==> src/rtl/dpcm_pkg.sv <==
// Package with types, coefficient tables and arithmetic helpers for the dichromat color map.
`timescale 1ns / 1ps
package dpcm_pkg;

  localparam int COEF_FRAC_BITS = 16;
  localparam longint DEC_SCALE = 64'd100000000;
  localparam longint DEC_HALF = DEC_SCALE / 2;

  // Coefficient magnitudes stay below 4, so two integer bits plus sign suffice.
  localparam int COEF_W = COEF_FRAC_BITS + 3;
  localparam int PROD_W = COEF_W + 9;
  localparam int SUM_W = PROD_W + 2;

  localparam int QUEUE_DEPTH = 4;
  localparam int PTR_W = $clog2(QUEUE_DEPTH);
  localparam int CNT_W = $clog2(QUEUE_DEPTH + 2);

  typedef logic signed [COEF_W-1:0] coef_t;
  typedef logic signed [PROD_W-1:0] prod_t;
  typedef logic signed [SUM_W-1:0] sum_t;
  typedef logic [PTR_W-1:0] ptr_t;
  typedef logic [CNT_W-1:0] cnt_t;

  typedef struct packed {
    logic [7:0] red_in;
    logic [7:0] green_in;
    logic [7:0] blue_in;
  } in_item_t;

  typedef struct packed {
    logic [7:0] red_out;
    logic [7:0] green_out;
    logic [7:0] blue_out;
    logic       plane_select;
  } out_item_t;

  // A classified color on its way from the front end to the back end.
  typedef struct packed {
    in_item_t pix;
    logic     plane;
  } mid_item_t;

  typedef struct packed {
    logic empty;
    cnt_t count;
  } mq_status_t;

  // Coefficients are given in units of 1e-8 and rounded half away from zero.
  function automatic coef_t quantize(input longint e8);
    longint mag;
    longint q;
    mag = (e8 < 0) ? -e8 : e8;
    q = ((mag << COEF_FRAC_BITS) + DEC_HALF) / DEC_SCALE;
    return COEF_W'((e8 < 0) ? -q : q);
  endfunction

  localparam coef_t CMP_LO [0:2] = '{quantize(64'sd999000), quantize(64'sd6647390),
                                     quantize(64'sd73170000)};
  localparam coef_t CMP_HI [0:2] = '{quantize(64'sd15338400), quantize(64'sd31662400),
                                     quantize(64'sd5713400)};

  localparam coef_t MAT_A [0:2][0:2] = '{
    '{quantize(64'sd42633100), quantize(64'sd87510200), quantize(64'sd8012710)},
    '{quantize(64'sd28110000), quantize(64'sd57119500), quantize(-64'sd3926270)},
    '{quantize(-64'sd1770520), quantize(64'sd2700840), quantize(64'sd100247000)}
  };

  localparam coef_t MAT_B [0:2][0:2] = '{
    '{quantize(64'sd75810000), quantize(64'sd145387000), quantize(-64'sd148060000)},
    '{quantize(64'sd11853200), quantize(64'sd28759500), quantize(64'sd72550100)},
    '{quantize(-64'sd746579), quantize(64'sd4487110), quantize(64'sd95430300)}
  };

  localparam sum_t ROUND_HALF = SUM_W'(longint'(1) << (COEF_FRAC_BITS - 1));

  function automatic prod_t mul(input logic [7:0] ch, input coef_t c);
    return prod_t'(c) * prod_t'($signed({1'b0, ch}));
  endfunction

  function automatic sum_t add3(input prod_t a, input prod_t b, input prod_t c);
    return sum_t'(a) + sum_t'(b) + sum_t'(c);
  endfunction

  // Round half away from zero and clamp to 0..255; a negative sum gives 0.
  function automatic logic [7:0] to_channel(input sum_t s);
    sum_t r;
    r = s + ROUND_HALF;
    if (s[SUM_W-1]) begin
      return 8'd0;
    end else if (|r[SUM_W-1:COEF_FRAC_BITS+8]) begin
      return 8'hFF;
    end else begin
      return r[COEF_FRAC_BITS+7:COEF_FRAC_BITS];
    end
  endfunction

endpackage

==> src/rtl/dichromat_palette_color_map.sv <==
// Top level of the dichromat color map: front end, middle queue and back end.
`timescale 1ns / 1ps
// Maps one 8-bit RGB color to its dichromat rendering and takes a new color every cycle
// in sustained operation while the consumer keeps taking results. An accepted request
// passes in order through the products for the two comparison sums, the middle queue
// write, the matrix products and the output queue write before it shows on the result
// port. Each of the two queues holds four entries; the front end stops taking requests
// when the middle queue together with its product stage is full, and the back end stops
// issuing when the output queue together with its product stage is full, so results
// wait without loss for as long as the consumer stalls.
module dichromat_palette_color_map (
  input  logic                clk,
  input  logic                rst_n,
  input  logic                in_push,
  output logic                in_full,
  input  dpcm_pkg::in_item_t  in_data,
  output logic                out_empty,
  input  logic                out_pop,
  output dpcm_pkg::out_item_t out_data
);
  import dpcm_pkg::*;

  mq_status_t mq_stat;
  logic       mq_push;
  logic       mq_pop;
  mid_item_t  mq_wr_data;
  mid_item_t  mq_rd_data;

  dpcm_front u_front (
    .clk     (clk),
    .rst_n   (rst_n),
    .in_push (in_push),
    .in_full (in_full),
    .in_data (in_data),
    .mq_stat (mq_stat),
    .mq_push (mq_push),
    .mq_data (mq_wr_data)
  );

  dpcm_mid_queue u_mid_queue (
    .clk       (clk),
    .rst_n     (rst_n),
    .push      (mq_push),
    .push_data (mq_wr_data),
    .pop       (mq_pop),
    .pop_data  (mq_rd_data),
    .stat      (mq_stat)
  );

  dpcm_back u_back (
    .clk       (clk),
    .rst_n     (rst_n),
    .mq_stat   (mq_stat),
    .mq_data   (mq_rd_data),
    .mq_pop    (mq_pop),
    .out_empty (out_empty),
    .out_pop   (out_pop),
    .out_data  (out_data)
  );

endmodule

==> src/rtl/dpcm_front.sv <==
// Front end: accepts colors, forms the two comparison sums and picks the half-plane.
`timescale 1ns / 1ps
module dpcm_front (
  input  logic                 clk,
  input  logic                 rst_n,
  input  logic                 in_push,
  output logic                 in_full,
  input  dpcm_pkg::in_item_t   in_data,
  input  dpcm_pkg::mq_status_t mq_stat,
  output logic                 mq_push,
  output dpcm_pkg::mid_item_t  mq_data
);
  import dpcm_pkg::*;

  logic     va_r;
  logic     va_nxt;
  in_item_t pix_r;
  prod_t    lo_prod_r [0:2];
  prod_t    hi_prod_r [0:2];
  prod_t    lo_prod_nxt [0:2];
  prod_t    hi_prod_nxt [0:2];
  logic [7:0] ch [0:2];
  sum_t     lo_sum;
  sum_t     hi_sum;
  logic     accept;

  // An item in the product stage still needs a queue slot, so it counts against space.
  assign in_full = (mq_stat.count + CNT_W'(va_r)) >= CNT_W'(QUEUE_DEPTH);
  assign accept  = in_push && !in_full;
  assign va_nxt  = accept;

  always_comb begin
    ch[0] = in_data.red_in;
    ch[1] = in_data.green_in;
    ch[2] = in_data.blue_in;
    for (int j = 0; j < 3; j++) begin
      lo_prod_nxt[j] = mul(ch[j], CMP_LO[j]);
      hi_prod_nxt[j] = mul(ch[j], CMP_HI[j]);
    end
  end

  always_ff @(posedge clk) begin
    if (!rst_n) begin
      va_r <= 1'b0;
    end else begin
      va_r <= va_nxt;
    end
  end

  always_ff @(posedge clk) begin
    if (accept) begin
      pix_r     <= in_data;
      lo_prod_r <= lo_prod_nxt;
      hi_prod_r <= hi_prod_nxt;
    end
  end

  // A tie between the two sums selects the second matrix.
  assign lo_sum        = add3(lo_prod_r[0], lo_prod_r[1], lo_prod_r[2]);
  assign hi_sum        = add3(hi_prod_r[0], hi_prod_r[1], hi_prod_r[2]);
  assign mq_push       = va_r;
  assign mq_data.pix   = pix_r;
  assign mq_data.plane = !(lo_sum < hi_sum);

endmodule

==> src/rtl/dpcm_mid_queue.sv <==
// Short queue of classified colors between the front end and the back end.
`timescale 1ns / 1ps
module dpcm_mid_queue (
  input  logic                 clk,
  input  logic                 rst_n,
  input  logic                 push,
  input  dpcm_pkg::mid_item_t  push_data,
  input  logic                 pop,
  output dpcm_pkg::mid_item_t  pop_data,
  output dpcm_pkg::mq_status_t stat
);
  import dpcm_pkg::*;

  mid_item_t mem_r [0:QUEUE_DEPTH-1];
  ptr_t      wr_ptr_r;
  ptr_t      wr_ptr_nxt;
  ptr_t      rd_ptr_r;
  ptr_t      rd_ptr_nxt;
  cnt_t      cnt_r;
  cnt_t      cnt_nxt;

  always_comb begin
    wr_ptr_nxt = push ? PTR_W'((wr_ptr_r + 1'b1) % QUEUE_DEPTH) : wr_ptr_r;
    rd_ptr_nxt = pop ? PTR_W'((rd_ptr_r + 1'b1) % QUEUE_DEPTH) : rd_ptr_r;
    cnt_nxt    = cnt_r + CNT_W'(push) - CNT_W'(pop);
  end

  always_ff @(posedge clk) begin
    if (!rst_n) begin
      wr_ptr_r <= '0;
      rd_ptr_r <= '0;
      cnt_r    <= '0;
    end else begin
      wr_ptr_r <= wr_ptr_nxt;
      rd_ptr_r <= rd_ptr_nxt;
      cnt_r    <= cnt_nxt;
    end
  end

  always_ff @(posedge clk) begin
    if (push) begin
      mem_r[wr_ptr_r] <= push_data;
    end
  end

  assign pop_data   = mem_r[rd_ptr_r];
  assign stat.empty = (cnt_r == '0);
  assign stat.count = cnt_r;

endmodule

==> src/rtl/dpcm_back.sv <==
// Back end: applies the selected 3x3 matrix, rounds, clamps and queues the result.
`timescale 1ns / 1ps
module dpcm_back (
  input  logic                 clk,
  input  logic                 rst_n,
  input  dpcm_pkg::mq_status_t mq_stat,
  input  dpcm_pkg::mid_item_t  mq_data,
  output logic                 mq_pop,
  output logic                 out_empty,
  input  logic                 out_pop,
  output dpcm_pkg::out_item_t  out_data
);
  import dpcm_pkg::*;

  logic       vc_r;
  logic       plane_r;
  prod_t      prod_r [0:2][0:2];
  prod_t      prod_nxt [0:2][0:2];
  logic [7:0] ch [0:2];
  logic [7:0] chan [0:2];
  out_item_t  result;
  out_item_t  oq_mem_r [0:QUEUE_DEPTH-1];
  ptr_t       oq_wr_r;
  ptr_t       oq_wr_nxt;
  ptr_t       oq_rd_r;
  ptr_t       oq_rd_nxt;
  cnt_t       oq_cnt_r;
  cnt_t       oq_cnt_nxt;
  logic       oq_pop;

  // Issue only when the output queue has room for everything already in flight.
  assign mq_pop = !mq_stat.empty && ((oq_cnt_r + CNT_W'(vc_r)) < CNT_W'(QUEUE_DEPTH));

  always_comb begin
    ch[0] = mq_data.pix.red_in;
    ch[1] = mq_data.pix.green_in;
    ch[2] = mq_data.pix.blue_in;
    for (int k = 0; k < 3; k++) begin
      for (int j = 0; j < 3; j++) begin
        prod_nxt[k][j] = mul(ch[j], mq_data.plane ? MAT_B[k][j] : MAT_A[k][j]);
      end
    end
  end

  always_ff @(posedge clk) begin
    if (!rst_n) begin
      vc_r <= 1'b0;
    end else begin
      vc_r <= mq_pop;
    end
  end

  always_ff @(posedge clk) begin
    if (mq_pop) begin
      prod_r  <= prod_nxt;
      plane_r <= mq_data.plane;
    end
  end

  always_comb begin
    for (int k = 0; k < 3; k++) begin
      chan[k] = to_channel(add3(prod_r[k][0], prod_r[k][1], prod_r[k][2]));
    end
    result.red_out      = chan[0];
    result.green_out    = chan[1];
    result.blue_out     = chan[2];
    result.plane_select = plane_r;
  end

  assign out_empty = (oq_cnt_r == '0);
  assign oq_pop    = out_pop && !out_empty;
  assign out_data  = oq_mem_r[oq_rd_r];

  always_comb begin
    oq_wr_nxt  = vc_r ? PTR_W'((oq_wr_r + 1'b1) % QUEUE_DEPTH) : oq_wr_r;
    oq_rd_nxt  = oq_pop ? PTR_W'((oq_rd_r + 1'b1) % QUEUE_DEPTH) : oq_rd_r;
    oq_cnt_nxt = oq_cnt_r + CNT_W'(vc_r) - CNT_W'(oq_pop);
  end

  always_ff @(posedge clk) begin
    if (!rst_n) begin
      oq_wr_r  <= '0;
      oq_rd_r  <= '0;
      oq_cnt_r <= '0;
    end else begin
      oq_wr_r  <= oq_wr_nxt;
      oq_rd_r  <= oq_rd_nxt;
      oq_cnt_r <= oq_cnt_nxt;
    end
  end

  always_ff @(posedge clk) begin
    if (vc_r) begin
      oq_mem_r[oq_wr_r] <= result;
    end
  end

endmodule

==> config.mk <==
export PLATFORM = sky130hd
export DESIGN_NAME = dichromat_palette_color_map
export DESIGN_NICKNAME = d
export VERILOG_FILES = /design/src/rtl/dpcm_pkg.sv /design/src/rtl/dichromat_palette_color_map.sv /design/src/rtl/dpcm_front.sv /design/src/rtl/dpcm_mid_queue.sv /design/src/rtl/dpcm_back.sv
export SDC_FILE = /design/constraint.sdc
export NUM_CORES = 2
export LEC_CHECK = 0
export ABC_AREA = 1
export BUFFER_PORTS_ARGS = -buffer_cell sky130_fd_sc_hd__buf_2
export CORE_MARGIN = 2
export CORE_UTILIZATION = 60
export DETAILED_ROUTE_END_ITERATION = 12
export HOLD_SLACK_MARGIN = 0.06
export PLACE_DENSITY = 0.78
export SYNTH_ARGS = -nofsm -noshare
export SYNTH_HDL_FRONTEND = slang
export SYNTH_HIERARCHICAL = 1
export SYNTH_SLANG_ARGS = --single-unit
==> constraint.sdc <==
create_clock -name clk -period 23 [get_ports clk]
set_clock_uncertainty 0.2 [all_clocks]
set_input_delay 3.45 -clock clk [delete_from_list [all_inputs] [get_ports clk]]
set_output_delay 3.45 -clock clk [all_outputs]
set_load 0.01 [all_outputs]
==> metrics.md <==
| Metric | Value |
|---|---|
| Outcome | complete, no violations |
| Total track usage | 30.4% |
| Cell row count | 120 |
| M1 WL | 68600 um |
| CTS Hold Bufs | 0 |
| Slew margin rel. | 24.1% |
| Routed wl met2 | 78700 um |
| Synth Flop Type | edfxtp_1 |
| Post-layout min period | 7.72 ns |
| Initial antenna violation count | 3 |
| Startpoint types | flip-flop |
| FF-to-FF path depth | 24 |
| Syn Area/Cell | 9.17 um^2 |
| Area growth from synthesis to layout | 6.74% |
| Hpwl dp | 139000 um |
| Register area | 16800 um^2 |
| Die Span X | 332 um |
| Sequential fraction of the synthesis area | 26.0% |
| Total core area | 107000 um^2 |
| Die Span Y | 332 um |
| Starting DRT DRC Count | 3765 |
| Max incr delay on CP | 0.86 ns |
| Drt wl/cell | 19.3 um |
| Worst path cell trace | buf_4 > o211ai_1 > nand2_1 > inv_1 > nor2_1 > fa_1 > fa_1 > inv_1 > fa_1 > fa_1 > inv_1 > ha_1 > nand2_1 > inv_1 > a21oi_1 > o21ai_1 > a21boi_0 > o21ai_1 > a21oi_1 > o21ai_1 > nand2_1 > nand3_1 > nand2_1 > nand2_1 |
| Max Root-Sink Buffers | 3 |
| Most frequent cells in the layout | inv_1 (1410), nand2_1 (1212), ha_1 (978), fa_1 (639), edfxtp_1 (545) |
| Number of global-route vias before repair | 48300 |
| Setup slack after layout | 15.28 ns |
| Fmax | 0.130 GHz |
| Max FO, Critical Path | 92 |
| Clk_lat worst skew | 0.63 ns |
| DR top layer | met5 |
| H-tree Lvls | 3 |
| Global-route wire length before repair | 262000 um |
| Area of the multi-input gates | 42200 um^2 |
| Number of max-cap violations | 0 |
| Root Buffer | clkbuf_16 |
| DR pass1 iterations | 6 |
| Synth warnings | 6 |
| Most common cell after layout, fill and taps aside | inv_1 |
| I/O pins | 55 |
| Period utilization | 33.6% |
| FF-to-FF setup slack | 15.28 ns |
| Arr. time, crit path | 7.92 ns |
| Cells after Synth | 7034 |
| Pre-CTS setup slack | 15.43 ns |
| Starting Density | 60.4% |
| Post-cts resize count | 0 |
| Filler Cells Inserted | 8645 |
| Worst hold path startpoint | u_mid_queue/rd_ptr_r[1] |
| Final Setup Violations | 0 |
| Drt total wl | 166000 um |
| Vias | 48100 |
| RePlAce Congestion | 1.01 |
| CP most frequent cell | nand2_1 |
| Worst r2r dst | u_back/prod_r[109] |
| Min-Delay Path Class | reg -> reg |
| Distinct cells, synth | 55 |
| Placed Area | 66500 um^2 |
| Synth Register Bits | 565 |
| Share of cells above drive strength 1 | 3.96% |
| Number of CTS-inserted buffers | 68 |
| Met3 wire length | 10600 um |
| Post-Syn Area | 64500 um^2 |
| GR Overflow Total | 0 |
| Final instance area | 68800 um^2 |
| RSZ-0062 raised after global routing | no |
| Largest net degree at the start of global routing | 93 |
| Slowest stage cell, crit path | nor2_1 |
| Fin nets | 8816 |
| Setup Buffers After CTS | 0 |
| Port buffer count | 54 |
| # clock sinks | 565 |
| Crit end category | flip-flop |
| TritonCTS clock tree | done |
| Worst-margin pin slew | 1.14 ns |
| Final Max Tran Viols | 0 |
| Top delay family on crit path | adder cells |
| Setup TNS | 0 ns |
| WP depth | 24 |
| Critical path required time | 23.20 ns |
| DRC | 0 |
| Post-synth EDFFs | 545 |
| Worst path bufs/invs | 5 |
| Hold violation total from the final report | 0 |
| Antenna-violating nets left | 0 |
| Clock transition at path regs | 0.06 ns |
| Die footprint | 110000 um^2 |
| FFs w/ async S/R, synth | 0% |
| Vias per cell | 5.57 |
| Hold depth | 2 |
| CP Class | reg -> reg |
## cells by family after synthesis
group                      synth area share (%)
and+or+nand+nor                            13.5
adders and majority gates                  38.8
buffers and inverters                      8.85
AOI/OAI and AO/OA                          8.34
DFF                                        26.0
xor gates and xnor gates                   4.44
other                                    0.0116
## per-layer routing
layer	global-route usage, %	vias to the layer above
met2	51.0	1511
met5	0	-
met1	39.1	23100
li1	-	23200
met3	4.50	313
met4	14.1	4
## worst max-delay path by stage
stage	endpoint	start
2_1_floorplan	u_mid_queue/cnt_r[1]	u_back/vc_r
3_3_place_gp	u_back/prod_r[111]	flip-flop
3_5_place_dp	u_back/prod_r[109]	flip-flop
4_1_cts	u_back/prod_r[109]	flip-flop
5_1_grt	u_back/prod_r[109]	flip-flop
6_report	u_back/prod_r[109]	flip-flop
## Yosys cell counts, types with 38 or more instances
library cell  number  share of area, %
nor2_1           383               2.2
ha_1             978                19
a21oi_1          464               3.6
o21ai_1           58              0.45
edfxtp_1         545                25
o21bai_1          38              0.44
nand3_1          264               2.0
xor2_1           225               3.1
nand4_1           71              0.69
fa_1             639                20
o21ai_0          226               1.8
nand2_1         1213               7.1
inv_1           1410               8.2
xnor2_1          102               1.4
## sequential cells by signal (all words and copies together) (netlist names), named ones only
signal                cells
u_back/prod_r           220
u_mid_queue/rd_ptr_r      2
u_front/mq_data          24
u_mid_queue/cnt_r         3
u_mid_queue/mem_r       100
u_back/vc_r               1
u_front/lo_prod_r        50
u_front/hi_prod_r        50
u_back/oq_rd_r            2
u_mid_queue/wr_ptr_r      2
u_back/oq_mem_r         100
u_back/plane_r            1
u_back/oq_wr_r            2
u_front/mq_push           1
u_back/oq_cnt_r           3
## metrics by stage
step,utilization [%],hold WS (ns),instances
3_5_place_dp,62.3,0.248,8504
6_report,64.5,0.263,8629
4_1_cts,64.5,0.259,8628
5_1_grt,64.5,0.303,8628
2_1_floorplan,-,0.236,7087
3_3_place_gp,62.3,0.239,8504
## cell type report
class	count	area share, %
multi-input combinational	5036	61.3
clock buffer	80	2.63
inverter	1418	7.73
timing repair buffer	82	0.698
antenna	1	0.00364
sequential	565	24.4
tap	1403	2.55
clock inverter	44	0.674
## worst reg2reg max path, cell delays in order, from the launching register on
cell	delay, ns
dfxtp_2	0.40
buf_4	0.68
o211ai_1	0.28
nand2_1	0.62
inv_1	0.17
nor2_1	0.86
fa_1	0.60
fa_1	0.51
inv_1	0.05
fa_1	0.46
fa_1	0.55
inv_1	0.04
ha_1	0.34
nand2_1	0.09
inv_1	0.04
a21oi_1	0.29
o21ai_1	0.15
a21boi_0	0.30
o21ai_1	0.19
a21oi_1	0.24
o21ai_1	0.15
nand2_1	0.11
nand3_1	0.07
nand2_1	0.06
nand2_1	0.04
Power is not shown: default switching activity piles up to over one toggle a cycle in this logic, so the estimate is an artifact.
